`src/sv/b64d_pkg.sv`:
```
// ----------------------------------------------------------------------------
// b64d_pkg: shared types and constants of the Base64 stream decoder
// Character classification, status codes and the group record that the
// front part hands to the back part through the queue.
// ----------------------------------------------------------------------------
package b64d_pkg;

  localparam logic [7:0] PAD_CHAR   = 8'h3D;
  localparam logic [7:0] PLUS_CHAR  = 8'h2B;
  localparam logic [7:0] SLASH_CHAR = 8'h2F;

  localparam logic [1:0] ST_OK    = 2'd0;
  localparam logic [1:0] ST_BAD   = 2'd1;
  localparam logic [1:0] ST_TRUNC = 2'd2;

  localparam logic [1:0] POS_LAST = 2'd3;

  typedef struct packed {
    logic [5:0] value;
    logic       bad;
    logic       pad;
  } sextet_t;

  // One decoded group: up to three bytes, most significant first
  typedef struct packed {
    logic [23:0] triple;
    logic [1:0]  count;
    logic [1:0]  status;
    logic        last;
  } group_t;

  function automatic sextet_t classify(input logic [7:0] c);
    sextet_t s;
    s.value = 6'd0;
    s.bad   = 1'b0;
    s.pad   = 1'b0;
    if (c inside {[8'h41:8'h5A]}) begin
      s.value = 6'(c - 8'h41);
    end else if (c inside {[8'h61:8'h7A]}) begin
      s.value = 6'(c - 8'h61 + 8'd26);
    end else if (c inside {[8'h30:8'h39]}) begin
      s.value = 6'(c - 8'h30 + 8'd52);
    end else if (c == PLUS_CHAR) begin
      s.value = 6'd62;
    end else if (c == SLASH_CHAR) begin
      s.value = 6'd63;
    end else if (c == PAD_CHAR) begin
      s.pad = 1'b1;
    end else begin
      s.bad = 1'b1;
    end
    return s;
  endfunction

endpackage

```
`src/sv/b64d_front.sv`:
```
// ----------------------------------------------------------------------------
// b64d_front: character intake and group assembly
// Classifies each character, gathers sextets into groups and pushes one
// group record per completed group or truncated text.
// ----------------------------------------------------------------------------
module b64d_front
  import b64d_pkg::*;
(
  input  logic       clk,
  input  logic       rst,
  input  logic [7:0] char_code,
  input  logic       end_of_text,
  input  logic       accept,
  output logic       push,
  output group_t     push_data
);

  logic [17:0] acc;
  logic [1:0]  pos;
  logic        third_pad;
  logic        err;

  sextet_t     sx;
  logic        err_now;
  logic [1:0]  count_final;

  always_comb begin
    sx          = classify(char_code);
    err_now     = err | sx.bad;
    count_final = 2'd3 - {1'b0, third_pad} - {1'b0, sx.pad};
    push        = accept && ((pos == POS_LAST) || end_of_text);
    if (pos == POS_LAST) begin
      push_data.triple = {acc, sx.value};
      push_data.count  = end_of_text ? count_final : 2'd3;
      push_data.status = err_now ? ST_BAD : ST_OK;
      push_data.last   = end_of_text;
    end else begin
      push_data.triple = 24'd0;
      push_data.count  = 2'd1;
      push_data.status = err_now ? ST_BAD : ST_TRUNC;
      push_data.last   = 1'b1;
    end
  end

  always_ff @(posedge clk) begin
    if (rst) begin
      acc       <= 18'd0;
      pos       <= 2'd0;
      third_pad <= 1'b0;
      err       <= 1'b0;
    end else if (accept) begin
      if (end_of_text || pos == POS_LAST) begin
        acc       <= 18'd0;
        pos       <= 2'd0;
        third_pad <= 1'b0;
        err       <= end_of_text ? 1'b0 : err_now;
      end else begin
        case (pos)
          2'd0: acc <= {sx.value, 12'd0};
          2'd1: acc <= {acc[17:12], sx.value, 6'd0};
          2'd2: begin
            acc       <= {acc[17:6], sx.value};
            third_pad <= sx.pad;
          end
          default: acc <= acc;
        endcase
        pos <= pos + 2'd1;
        err <= err_now;
      end
    end
  end

endmodule

```
`src/sv/b64d_fifo.sv`:
```
// ----------------------------------------------------------------------------
// b64d_fifo: short group queue
// Decouples group assembly from byte output so either side can stall.
// ----------------------------------------------------------------------------
module b64d_fifo
  import b64d_pkg::*;
#(
  parameter int DEPTH = 4
)
(
  input  logic   clk,
  input  logic   rst,
  input  logic   push,
  input  group_t push_data,
  input  logic   pop,
  output group_t head,
  output logic   head_valid,
  output logic   full
);

  localparam int AW = (DEPTH > 1) ? $clog2(DEPTH) : 1;
  localparam int LW = $clog2(DEPTH + 1);

  group_t        mem [DEPTH];
  logic [AW-1:0] wr_ptr;
  logic [AW-1:0] rd_ptr;
  logic [LW-1:0] level;

  assign full       = (level == LW'(DEPTH));
  assign head_valid = (level != '0);
  assign head       = mem[rd_ptr];

  always_ff @(posedge clk) begin
    if (push) begin
      mem[wr_ptr] <= push_data;
    end
  end

  always_ff @(posedge clk) begin
    if (rst) begin
      wr_ptr <= '0;
      rd_ptr <= '0;
      level  <= '0;
    end else begin
      if (push) begin
        wr_ptr <= (wr_ptr == AW'(DEPTH - 1)) ? '0 : wr_ptr + AW'(1);
      end
      if (pop) begin
        rd_ptr <= (rd_ptr == AW'(DEPTH - 1)) ? '0 : rd_ptr + AW'(1);
      end
      case ({push, pop})
        2'b10:   level <= level + LW'(1);
        2'b01:   level <= level - LW'(1);
        default: level <= level;
      endcase
    end
  end

endmodule

```
`src/sv/b64d_back.sv`:
```
// ----------------------------------------------------------------------------
// b64d_back: byte serialiser and output register
// Emits head group bytes into a registered stream, one per cycle while ready.
// ----------------------------------------------------------------------------
module b64d_back
  import b64d_pkg::*;
(
  input  logic       clk,
  input  logic       rst,
  input  group_t     head,
  input  logic       head_valid,
  output logic       pop,
  output logic       m_tvalid,
  input  logic       m_tready,
  output logic [7:0] m_tdata,   // data_byte
  output logic [1:0] m_tuser,   // status
  output logic       m_tlast    // last_byte
);

  logic [1:0] idx;
  logic       load;
  logic       final_byte;
  logic [7:0] byte_sel;

  always_comb begin
    load       = head_valid && (!m_tvalid || m_tready);
    final_byte = ((idx + 2'd1) == head.count);
    pop        = load && final_byte;
    case (idx)
      2'd0:    byte_sel = head.triple[23:16];
      2'd1:    byte_sel = head.triple[15:8];
      default: byte_sel = head.triple[7:0];
    endcase
  end

  always_ff @(posedge clk) begin
    if (load) begin
      m_tdata <= byte_sel;
      m_tuser <= head.status;
      m_tlast <= head.last && final_byte;
    end
  end

  always_ff @(posedge clk) begin
    if (rst) begin
      m_tvalid <= 1'b0;
      idx      <= 2'd0;
    end else begin
      if (load) begin
        m_tvalid <= 1'b1;
        idx      <= final_byte ? 2'd0 : idx + 2'd1;
      end else if (m_tready) begin
        m_tvalid <= 1'b0;
      end
    end
  end

endmodule

```
`src/sv/base64_stream_decoder.sv`:
```
// ----------------------------------------------------------------------------
// base64_stream_decoder: streaming Base64 text decoder
// Input: s_tdata carries one ASCII character, s_tlast marks the final
// character of a text. Output: m_tdata carries one decoded byte, m_tuser the
// status (0 ok, 1 invalid character seen in this text, 2 text length not a
// multiple of four), m_tlast the final result of the text.
// A completed group of four characters yields three bytes (fewer when the
// final group holds padding); a text ending mid-group yields one status
// result with a zero byte.
// The closing character of a group writes the group record into the queue;
// its first byte enters the output register once that is free, and the
// other bytes follow one per cycle while m_tready is high. Throughput: one
// character per cycle while the queue is not full, one byte per cycle; the
// byte serialiser sets the output rate, and the group queue absorbs bursts.
// When the receiver stalls, the output register holds and the queue fills;
// s_tready drops only once the queue is full.
// Reset (rst, synchronous) clears the group state, the queue and the output
// valid flag; s_tready is low during reset and the block accepts characters
// in the first cycle after reset.
// ----------------------------------------------------------------------------
module base64_stream_decoder
  import b64d_pkg::*;
#(
  parameter int FIFO_DEPTH = 4
)
(
  input  logic       clk,
  input  logic       rst,
  input  logic       s_tvalid,
  output logic       s_tready,
  input  logic [7:0] s_tdata,   // char_code
  input  logic       s_tlast,   // end_of_text
  output logic       m_tvalid,
  input  logic       m_tready,
  output logic [7:0] m_tdata,   // data_byte
  output logic [1:0] m_tuser,   // status
  output logic       m_tlast    // last_byte
);

  logic   accept;
  logic   push;
  group_t push_data;
  logic   pop;
  group_t head;
  logic   head_valid;
  logic   full;

  assign s_tready = !full && !rst;
  assign accept   = s_tvalid && s_tready;

  b64d_front u_front (
    .clk         (clk),
    .rst         (rst),
    .char_code   (s_tdata),
    .end_of_text (s_tlast),
    .accept      (accept),
    .push        (push),
    .push_data   (push_data)
  );

  b64d_fifo #(
    .DEPTH (FIFO_DEPTH)
  ) u_fifo (
    .clk        (clk),
    .rst        (rst),
    .push       (push),
    .push_data  (push_data),
    .pop        (pop),
    .head       (head),
    .head_valid (head_valid),
    .full       (full)
  );

  b64d_back u_back (
    .clk        (clk),
    .rst        (rst),
    .head       (head),
    .head_valid (head_valid),
    .pop        (pop),
    .m_tvalid   (m_tvalid),
    .m_tready   (m_tready),
    .m_tdata    (m_tdata),
    .m_tuser    (m_tuser),
    .m_tlast    (m_tlast)
  );

  a_no_push_when_full: assert property (@(posedge clk) disable iff (rst)
    !(push && full))
    else $error("group pushed into full queue");

  a_head_count_nonzero: assert property (@(posedge clk) disable iff (rst)
    head_valid |-> head.count != 2'd0)
    else $error("queued group with no bytes");

  a_trunc_is_final: assert property (@(posedge clk) disable iff (rst)
    (m_tvalid && m_tuser == ST_TRUNC) |-> (m_tlast && m_tdata == 8'd0))
    else $error("truncation status on a non-final or non-zero result");

  a_pop_only_on_output_load: assert property (@(posedge clk) disable iff (rst)
    pop |=> m_tvalid)
    else $error("group retired without a result on the output");

endmodule

```
`config.mk`:
```
export PLATFORM = sky130hd
export DESIGN_NAME = base64_stream_decoder
export DESIGN_NICKNAME = d
export VERILOG_FILES = /design/src/sv/b64d_pkg.sv /design/src/sv/b64d_front.sv /design/src/sv/b64d_fifo.sv /design/src/sv/b64d_back.sv /design/src/sv/base64_stream_decoder.sv
export SDC_FILE = /design/constraint.sdc
export NUM_CORES = 1
export LEC_CHECK = 0
export BUFFER_PORTS_ARGS = -buffer_cell sky130_fd_sc_hd__buf_2
export CORE_UTILIZATION = 37
export CTS_BUF_LIST = sky130_fd_sc_hd__clkbuf_8 sky130_fd_sc_hd__clkbuf_16
export CTS_CLUSTER_SIZE = 30
export DETAILED_ROUTE_END_ITERATION = 8
export PLACE_DENSITY = 0.5
export SLEW_MARGIN = 20
export SYNTH_ARGS = -nofsm -noshare
export SYNTH_HDL_FRONTEND = slang
export SYNTH_SLANG_ARGS = --single-unit
export TNS_END_PERCENT = 100
```
`constraint.sdc`:
```
create_clock -name clk -period 5.5 [get_ports clk]
set_clock_uncertainty 0.05 [all_clocks]
set_input_delay 0.275 -clock clk [delete_from_list [all_inputs] [get_ports clk]]
set_output_delay 0.275 -clock clk [all_outputs]
set_load 0.05 [all_outputs]
```
==> results of run 1 <==
[flip-flops by register name, summed over array words and instances (netlist names), named ones only]
signal	cells
u_fifo.rd_ptr	2
u_front.err	1
u_front.pos	2
u_front.third_pad	1
u_back.idx	2
u_front.acc	18
u_back.m_tlast	1
u_fifo.mem	116
u_fifo.level	3
u_back.m_tdata	8
u_fifo.wr_ptr	2
u_back.m_tvalid	1
u_back.m_tuser	2
[logic make-up after synthesis]
logic type               Yosys count  share of synthesized area, %
AO/OA/AOI/OAI                     92                         9.210
AND/OR/NAND/NOR                  125                         9.192
XOR/XNOR                           5                        0.6272
buffers and inverters             50                         2.885
multiplexers                      30                         9.497
adder cells (fa/ha/maj)           23                         4.229
flip-flops                       161                         64.36
[placed cells by master (no fill, tap or decap), types with 23 or more instances in the layout]
cell type  synthesis  layout
edfxtp_1         127     127
buf_2              5      25
a21oi_1           23      23
nand2_1           30      30
mux4_2            29      29
inv_1             31      32
dfxtp_1           34      33
[power by group]
part	internal, mW	switching (mW)	leakage (nW)
registers	1.40	0.0262	1.48
logic	0.262	0.482	0.984
clock network	0.711	0.469	0.296
total	2.38	0.977	2.76
[routing by layer]
layer	vias up	wire, um	track usage, %
met2	78	7179	27.08
li1	1913	-	-
met5	-	0	0
met1	2046	6759	20.41
met3	20	372	2.891
met4	0	278	6.316
[cells in the mapped netlist, types with 2 or more instances]
cell type / n
a22oi_1: 9
o21a_1: 2
nand2_1: 30
buf_2: 5
inv_1: 31
o21ai_0: 22
nor4_1: 5
dfxtp_1: 34
and3_1: 2
nand3_1: 14
a32o_1: 3
or2_2: 3
a21oi_1: 23
buf_1: 3
o21ai_1: 4
xnor2_1: 3
or2_1: 2
and2_1: 22
or3_1: 5
edfxtp_1: 127
xor2_1: 2
o221ai_1: 2
nor2_1: 22
nand2b_1: 4
clkbuf_1: 10
nor2b_1: 4
nor3_1: 5
a21o_1: 2
ha_1: 22
mux4_2: 29
o2bb2ai_1: 4
[worst register-to-register path, cell delays in order (launching register included)]
cell and delay [ps]:
dfxtp_2 310, buf_4 490, mux4_2 600, xnor2_1 230
nand3_1 220, inv_1 130, ha_1 190, inv_1 70
fa_1 370, xor2_1 160, or3_1 300, a21oi_1 160
[cell type report]
class / count / area (um^2)
fillers: 1649 / 10250
flip-flops and latches: 161 / 4496
multi-input cells: 275 / 2287
clock buffers: 17 / 425.4
well taps: 229 / 286.5
repair buffers: 32 / 177.7
clock inverters: 15 / 168.9
inverters: 31 / 116.4
[worst max-delay path by stage]
| stage | startpoint | end | slack, ps | cells after the start |
|---|---|---|---|---|
| after floorplan | u_fifo.level[0] | u_fifo.mem[3][0] | 2330 | 5 |
| after global placement | register | u_fifo.level[2] | 2190 | 11 |
| after detailed placement | register | u_fifo.level[2] | 2070 | 11 |
| after CTS | register | u_fifo.level[2] | 2070 | 11 |
| after global routing | register | u_fifo.level[2] | 1860 | 11 |
| final | register | u_fifo.level[2] | 2160 | 11 |
==> metrics.md, run 1 <==
| Metric | Value |
|---|---|
| Status | completed |
| Die height | 139.4 um |
| Fin Setup TNS | 0 ps |
| WS Path Type | register to register |
| Crit path max-delay family | buffers and inverters |
| Share of cells above drive strength 1 | 19.59% |
| H-tree depth | 4 |
| Synth top area cells | edfxtp_1 (55%), dfxtp_1 (9.7%), mux4_2 (9.4%) |
| Worst Hold Class | input port to register |
| Synthesized area | 0.006983 mm^2 |
| RSZ-0062 raised after global routing | false |
| Fin worst setup slack | 2156 ps |
| Worst Hold End | u_back.m_tvalid |
| DRT iter0 DRCs | 313 |
| Site row count | 49 |
| Count of cell types in the netlist | 62 |
| Slowest stage cell, crit path | mux4_2 |
| Worst hold start | m_tready |
| Die area | 0.01943 mm^2 |
| Most common cell on crit path | inv_1 |
| Area Growth Syn to Fin | 13.96% |
| Starting Density | 38.35% |
| CP bufs+invs | 3 |
| I/O pins | 26 |
| Final Hold Viols | 0 |
| Final core occ | 43.70% |
| Die W | 139.4 um |
| Routed wire length | 14,590 um |
| Min Tclk post-route | 3344 ps |
| DR vias | 4,057 |
| Yosys warning count | 0 |
| Core outline area | 0.01821 mm^2 |
| Post-DR wirelength/cell | 19.20 um |
| GRT overflow | 0 |
| Min-Delay Path Depth | 4 |
| Vias in the first global route | 4,106 |
| Count of pins over their slew limit | 0 |
| Worst EP arrival | 3640 ps |
| # DRC | 0 |
| Lkg Pwr | 2.763 nW |
| Reg2Reg Setup Slack | 2160 ps |
| Pin count of the biggest net entering global routing | 30 |
| Power Density | 421.5 mW/mm^2 |
| Post-CTS resize count | 0 |
| Max-cap viol count | 0 |
| Setup bufs post-CTS | 0 |
| Via-to-Cell Ratio | 5.338 |
| Synth Register Bits | 161 |
| Post-synth EDFFs | 127 |
| Area fraction of the dominant cell type after synthesis | 54.61% |
| PortBufs | 25 |
| Worst slew pin tran | 773.1 ps |
| Max Fclk | 299.0 MHz |
| Gp weighted congestion | 0.7858 |
| Startpoint Class | register |
| Critical path peak fanout | 29 |
| Antenna violations before repair | 0 |
| Number of iterations in the first detailed-routing pass | 5 |
| Placed insts | 728 |
| Max IR drop VDD | 0.0002078 V |
| Final ANT Viol Nets | 0 |
| Cell Area, Placed | 0.007363 mm^2 |
| Primary FF master, synth | edfxtp_1 |
| Post-route cell area | 0.007958 mm^2 |
| Setup violators final | 0 |
| Reg2Reg Depth | 11 |
| Root buf cell | clkbuf_16 |
| First-pass GRT wire length | 22,980 um |
| Final net count | 554 |
| Slowest cell delay on critical path | 600 ps |
| Hold WS | 73.71 ps |
| Clk buf depth | 2 |
| Post-DP HPWL | 9312 um |
| Slew HR | 48.46% |
| Post-Syn Nets | 522 |
| Worst-path clk slew | 60 ps |
| Tot GR Track Use | 16.02% |
| Clk_lat worst skew | 420 ps |
| Largest area contributor in the netlist | edfxtp_1 |
| Worst EP required | 5790 ps |
| Pre-CTS setup slack | 2069 ps |
| Crit end category | register |
| CTS tree | built |
| Post-synth ARST share | 0% |
| R2r endpoint | u_fifo.level[2] |
| Cells along the critical path | buf_4 > mux4_2 > xnor2_1 > nand3_1 > inv_1 > ha_1 > inv_1 > fa_1 > xor2_1 > or3_1 > a21oi_1 |
| Non-Filler Instances | 760 |
| Sequential area share after synthesis | 64.36% |
| Clock sinks | 161 |
| Syn Area/Cell | 14.37 um^2 |
| Period utilization | 60.80% |
| Post-CTS Hold Buffers | 0 |
| Synth Instances | 486 |
| Ant. Diodes | 0 |
| Pwr Total | 3.354 mW |
| Inserted Clock Buffers | 17 |
Note: power is estimated with default switching activity, not from simulation.
==> inputs of run 2 (changes only) <==
- clock period: 5.5 -> 3.5 ns (I/O delays scaled with it)
==> run 2 against run 1 <==
Against the previous run: register-to-register slack got worse by 1500 ps; core utilization rose by 0.20 points; hold slack improved by 10 ps; clock power rose by 57%; maximum frequency rose by 17%; critical path type unchanged; critical endpoint unchanged; largest cell class unchanged; flip-flop and latch count did not move.
==> metrics.md, run 2 (synthesis results as in run 1) <==
| Metric | Value |
|---|---|
| Root buf cell | clkbuf_16 |
| Period utilization | 81.46% (+21 points) |
| WS Path Type | register to register |
| Switching power total | 1.558 mW (+59%) |
| Clock sinks | 161 (unchanged) |
| Number of iterations in the first detailed-routing pass | 4 (-1) |
| Lkg Pwr | 2.790 nW (+0.95%) |
| Via-to-Cell Ratio | 5.390 (+0.96%) |
| Regs by FF count | u_fifo.mem (116), u_front.acc (18), u_back.m_tdata (8) |
| RSZ-0062 raised after global routing | false |
| Crit end category | register |
| Core outline area | 0.01821 mm^2 (unchanged) |
| Min-Delay Path Depth | 3 (-1) |
| Largest register by flop count | u_fifo.mem |
| Reg2Reg Depth | 10 (-1) |
| Die W | 139.4 um (unchanged) |
| H-tree depth | 4 (unchanged) |
| GRT overflow | 0 (unchanged) |
| Vias in the first global route | 4,225 (+2.9%) |
| Starting Density | 38.35% (unchanged) |
| P_int | 3.749 mW (+58%) |
| Inserted Clock Buffers | 17 (unchanged) |
| Tot GR Track Use | 16.93% (+0.91 points) |
| Worst EP arrival | 3150 ps (-490 ps) |
| Worst slew pin tran | 615.3 ps (-157.7 ps) |
| Post-DP HPWL | 9640 um (+3.5%) |
| Most common cell after layout, fill and taps aside | edfxtp_1 |
| Die area | 0.01943 mm^2 (unchanged) |
| DR vias | 4,123 (+1.6%) |
| Share of cells above drive strength 1 | 19.96% (+0.38 points) |
| Die height | 139.4 um (unchanged) |
| Sw frac | 29.35% (+0.21 points) |
| Max reg flops | 116 (unchanged) |
| PortBufs | 25 (unchanged) |
| Most frequent cells in the layout | edfxtp_1 (127), dfxtp_1 (33), inv_1 (32) |
| Placed insts | 732 (+0.55%) |
| Max-cap viol count | 0 (unchanged) |
| Worst Hold Class | input port to register |
| I/O pins | 26 (unchanged) |
| Clk_lat worst skew | 420 ps (about the same) |
| Critical path peak fanout | 4 (-86%) |
| Clk buf depth | 2 (unchanged) |
| Clock power frac | 35.0% (-0.2 points) |
| Reg2Reg Setup Slack | 650 ps (-1510 ps) |
| Layout fillers | 1,650 (+0.061%) |
| Pin count of the biggest net entering global routing | 30 (unchanged) |
| Setup violators final | 0 (unchanged) |
| Max Fclk | 350.8 MHz (+17%) |
| Ant. Diodes | 0 (unchanged) |
| First-pass GRT wire length | 24,500 um (+6.6%) |
| Final ANT Viol Nets | 0 (unchanged) |
| Final net count | 559 (+0.90%) |
| Flop pwr share | 42.6% (about the same) |
| Max IR drop VDD | 0.0003283 V (+58%) |
| DRT iter0 DRCs | 302 (-3.5%) |
| Post-DR wirelength/cell | 20.03 um (+4.4%) |
| Count of pins over their slew limit | 0 (unchanged) |
| Worst-path clk slew | 60 ps (about the same) |
| Startpoint Class | register |
| Min Tclk post-route | 2851 ps (-493.2 ps) |
| Status | completed |
| Non-Filler Instances | 765 (+0.66%) |
| Worst Hold End | u_front.err |
| Fin Setup TNS | 0 ps (unchanged) |
| # DRC | 0 (unchanged) |
| R2r endpoint | u_fifo.level[2] |
| CTS tree | built |
| Routed wire length | 15,330 um (+5.1%) |
| Power Density | 663.9 mW/mm^2 (+57%) |
| Area Growth Syn to Fin | 14.48% |
| Gp weighted congestion | 0.8231 (+4.7%) |
| Slew HR | 58.98% (+11 points) |
| Combinational Power Share | 22.4% (+0.2 points) |
| Final Hold Viols | 0 (unchanged) |
| Worst EP required | 3800 ps (-1990 ps) |
| Antenna violations before repair | 0 (unchanged) |
| Site row count | 49 (unchanged) |
| Worst hold start | s_tlast |
-- run 2: cell count changes in the layout (fill, tap and decap cells not counted) --
cell and delta:
dlygate4sd3_1 +1, clkinv_1 +1, clkinv_4 -2, buf_4 +4
clkinvlp_4 -1, inv_6 +2
-- run 2: metal layers --
metal  GRT usage (%)  share of wire [%]
met1           23.44                 48
met2           26.58                 47
met3           3.235                3.8
met4           6.082                1.6
met5               0                  0
-- run 2: area by class of cell --
class / count / area, um^2 / area share [%]
flip-flops and latches: 161 / 4496 / 56.24
multi-input cells: 275 / 2287 / 28.61
clock buffers: 17 / 425.4 / 5.322
well taps: 229 / 286.5 / 3.584
repair buffers: 37 / 217.7 / 2.723
clock inverters: 15 / 165.2 / 2.066
inverters: 31 / 116.4 / 1.456
-- run 2: repair_timing --
item / CTS / global route
hold endpoints to repair: 1 / 0
hold buffers: 1 / 0
buffers inserted: 0 / 0
resized for setup: 0 / 0
setup endpoints to repair: 0 / 0
-- run 2: worst max-delay path, stage by stage (launching register included) --
cell	delay, ps
dfxtp_2	400
mux4_2	530
xnor2_1	240
nand3_1	230
inv_1	100
ha_1	190
inv_1	60
fa_1	380
xor2_1	160
or3_1	310
a21oi_1	140
-- run 2: per-stage QoR --
step	power, mW	instance area (um^2)	setup WS, ps	hold WS (ps)	utilization, %
global placement	3.503	7393	757.1	379.5	40.60
global route	5.528	7994	447.8	76.07	43.90
CTS	5.369	7994	620.3	55.57	43.90
finish	5.307	7994	649.0	83.69	43.90
detailed placement	3.507	7393	683.5	395.9	40.60
floorplan	3.186	6983	333.2	304.7	-
-- run 2: worst max path at each step --
stage                          from                to  slack [ps]  cells after the start
global route               register   u_fifo.level[2]         450                     10
floorplan           u_fifo.level[0]  u_fifo.mem[3][0]         330                      5
CTS                        register   u_fifo.level[2]         620                     10
finish                     register   u_fifo.level[2]         650                     10
global placement           register   u_fifo.level[2]         760                     10
detailed placement         register   u_fifo.level[2]         680                     10
-- run 2: power by group through the flow --
stage	clock network [mW]	logic (mW)	registers, mW
floorplan	0	0.684	2.50
global placement	0	1.20	2.30
detailed placement	0	1.20	2.30
global route	1.97	1.29	2.28
finish	1.85	1.19	2.26
CTS	1.90	1.21	2.26
==> inputs of run 3 (changes only) <==
- ABC_AREA: unset -> 1
- PLACE_DENSITY: 0.5 -> 0.52
- clock period: 3.5 -> 2.3 ns (I/O delays scaled with it)
==> run 3 against run 2 <==
Against the previous run: critical path depth is 5 higher; maximum frequency is 27% higher; hold slack worse by 52 ps; clock power is 55% higher; routed wire length is 9.6% higher; sequential share of layout area is 4.5 points lower; first-iteration DRC count is 25% lower; core utilization is 0.77 points higher; synthesized cell count is 51% higher; die area is 4.9% higher; design area is 8.7% higher; setup slack worse by 590 ps; largest cell class unchanged.
==> metrics.md, run 3 <==
| Metric | Value |
|---|---|
| Status | completed |
| Die area | 0.02039 mm^2 (+4.9%) |
| Worst hold start | s_tlast |
| Period utilization | 97.41% (+16 points) |
| Slew HR | 62.74% (+3.8 points) |
| Power Density | 814.5 mW/mm^2 (+23%) |
| CTS tree | built |
| DRT iter0 DRCs | 227 (-25%) |
| Core outline area | 0.01946 mm^2 (+6.9%) |
| Leading post-synthesis cells by instance count | nand2_1 (133), edfxtp_1 (127), nor2_1 (88) |
| First-pass GRT wire length | 26,560 um (+8.4%) |
| Setup violators final | 0 (unchanged) |
| Gp weighted congestion | 0.8938 (+8.6%) |
| H-tree depth | 4 (unchanged) |
| Worst Hold Class | input port to register |
| Max-cap viol count | 0 (unchanged) |
| Area Growth Syn to Fin | 18.55% |
| WS Path Type | register to register |
| Final Hold Viols | 0 (unchanged) |
| Site row count | 51 (+4.1%) |
| Clock sinks | 161 (unchanged) |
| Synthesized area | 0.007333 mm^2 (+5.0%) |
| Die height | 142.8 um (+2.4%) |
| R2r endpoint | u_back.m_tlast |
| Sequential area share after synthesis | 61.29% (-3.1 points) |
| Startpoint Class | register |
| Most common cell in the netlist | nand2_1 |
| Largest area contributor in the netlist | edfxtp_1 |
| # DRC | 0 (unchanged) |
| Critical path peak fanout | 8 (+4) |
| Tot GR Track Use | 17.50% (+0.57 points) |
| Synth top area cells | edfxtp_1 (52%), dfxtp_1 (9.3%), nand2_1 (6.8%) |
| Pwr Total | 7.081 mW (+33%) |
| Syn Area/Cell | 9.991 um^2 (-30%) |
| Starting Density | 37.68% (-0.67 points) |
| Count of pins over their slew limit | 0 (unchanged) |
| Max reg flops | 116 (unchanged) |
| Synth Instances | 734 (+51%) |
| GRT overflow | 0 (unchanged) |
| Ant. Diodes | 0 (unchanged) |
| RSZ-0062 raised after global routing | true |
| Min-Delay Path Depth | 4 (+1) |
| Post-Syn Nets | 770 (+48%) |
| Reg2Reg Setup Slack | 60 ps (-590 ps) |
| Fin Setup TNS | 0 ps (unchanged) |
| Most frequent cells in the layout | nand2_1 (128), edfxtp_1 (127), nor2_1 (84) |
| Primary FF master, synth | edfxtp_1 |
| Worst Hold End | u_front.err |
| Worst EP arrival | 2460 ps (-690 ps) |
| I/O pins | 26 (unchanged) |
| Final ANT Viol Nets | 0 (unchanged) |
| Share of cells above drive strength 1 | 18.05% (-1.9 points) |
| Post-synth ARST share | 0% (unchanged) |
| Crit end category | register |
| Clk_lat worst skew | 420 ps (about the same) |
| Reg2Reg Depth | 15 (+5) |
| Via-to-Cell Ratio | 4.992 (-7.4%) |
| Most common cell after layout, fill and taps aside | nand2_1 |
| Routed wire length | 16,790 um (+9.6%) |
| DR vias | 5,306 (+29%) |
| Worst slew pin tran | 558.9 ps (-56.40 ps) |
| Clk buf depth | 2 (unchanged) |
| Synth Register Bits | 161 (unchanged) |
| Worst EP required | 2520 ps (-1280 ps) |
| Layout fillers | 1,837 (+11%) |
| Area fraction of the dominant cell type after synthesis | 52.00% (-2.6 points) |
| Die W | 142.8 um (+2.4%) |
| Count of cell types in the netlist | 36 (-42%) |
| Final net count | 821 (+47%) |
| Yosys warning count | 0 (unchanged) |
| Post-DR wirelength/cell | 15.79 um (-21%) |
| Pin count of the biggest net entering global routing | 55 (+83%) |
| Antenna violations before repair | 0 (unchanged) |
| Inserted Clock Buffers | 17 (unchanged) |
| Post-DP HPWL | 10,660 um (+11%) |
| Lkg Pwr | 3.407 nW (+22%) |
| Number of iterations in the first detailed-routing pass | 5 (+1) |
| Root buf cell | clkbuf_16 |
| Post-synth EDFFs | 127 (unchanged) |
| PortBufs | 25 (unchanged) |
| Vias in the first global route | 5,151 (+22%) |
| Max IR drop VDD | 0.0004715 V (+44%) |
| Worst-path clk slew | 70 ps (about the same) |
| Min Tclk post-route | 2240 ps (-610.5 ps) |
| Regs by FF count | u_fifo.mem (116), u_front.acc (18), u_back.m_tdata (8) |
| Max Fclk | 446.3 MHz (+27%) |
| Largest register by flop count | u_fifo.mem |
-- run 3: cell types whose count changed in the layout (fill, tap and decap cells not counted), sizes merged, moves of 10 or more --
cell | previous run | this run
o21ai | 26 | 70
inv | 35 | 69
nor2 | 23 | 94
mux4 | 29 | 0
o22ai | 1 | 26
buf | 36 | 61
and2 | 22 | 0
a21oi | 23 | 37
nand2 | 30 | 146
a22oi | 10 | 0
nand3 | 14 | 59
-- run 3: worst max-delay path, stage by stage (launching register included) --
cell and delay [ps]:
dfxtp_4 400, inv_4 60, nand2_2 50, nand3_1 80, nand2_2 90, xor2_2 190, nand2_2 100, buf_4 140
buf_4 120, buf_4 110, buf_4 120, buf_4 120, buf_4 120, buf_4 120, buf_4 120, a21oi_2 110
-- run 3: final cells by class --
class / instances / area, um^2 / share of cell area (%)
Sequential cell: 161 / 4501 / 51.77
Multi-Input combinational cell: 477 / 2541 / 29.23
Timing Repair Buffer: 62 / 455.4 / 5.239
Clock buffer: 17 / 425.4 / 4.893
Tap cell: 265 / 331.6 / 3.814
Inverter: 66 / 252.7 / 2.907
Clock inverter: 15 / 186.4 / 2.145
-- run 3: power by group --
part / leakage [nW] / switching (mW) / total (mW) / internal, mW
clock: 0.297 / 1.14 / 2.87 / 1.72
combinational: 1.61 / 0.638 / 0.979 / 0.340
sequential: 1.50 / 0.0274 / 3.24 / 3.21
total: 3.41 / 1.81 / 7.08 / 5.27
-- run 3: stage by stage --
stage	instances	util [%]	cell area, um^2	setup WS (ps)	hold slack (ps)
2_1_floorplan	734	-	7348	-418.0	253.5
3_3_place_gp	1020	40.75	7930	-0.7472	408.6
3_5_place_dp	1020	40.75	7930	-47.77	405.0
4_1_cts	1061	44.36	8633	9.842	22.18
5_1_grt	1063	44.67	8693	-81.46	44.68
6_report	1063	44.67	8693	59.55	31.21
-- run 3: how the worst max path moves through the flow --
stage / from / to / slack (ps)
after global routing: register / u_fifo.level[2] / -80
after CTS: register / u_fifo.level[2] / 10
after floorplan: u_front.pos[0] / u_fifo.mem[0][0] / -420
after global placement: u_back.idx[0] / u_fifo.level[2] / -0.7
after detailed placement: u_back.idx[0] / u_fifo.level[2] / -50
final: register / u_back.m_tlast / 60
-- run 3: cells by family (layout without fill, tap and decap cells) --
group | after synthesis | in the layout | share of synthesized area, %
fa+ha+maj | 23 | 23 | 4.027
flops | 161 | 161 | 61.29
xor+xnor | 8 | 8 | 1.058
buf+inv | 96 | 160 | 5.204
simple gates | 308 | 308 | 18.38
compound gates | 138 | 138 | 10.05
-- run 3: timing repair --
action | in CTS | in global routing
resized for setup | 6 | 15
buffers inserted | 8 | 2
hold buffers | 1 | 0
pin swaps | 3 | 9
setup endpoints to repair | 1 | 3
hold endpoints to repair | 3 | 0
-- run 3: routing by layer --
layer  vias up  GRT usage [%]  share of wire, %
li1       2613              -                 -
met1      2542          22.01                46
met2       130          29.49                49
met3        21          3.789               3.6
met4         0          6.508               2.1
met5         -              0                 0
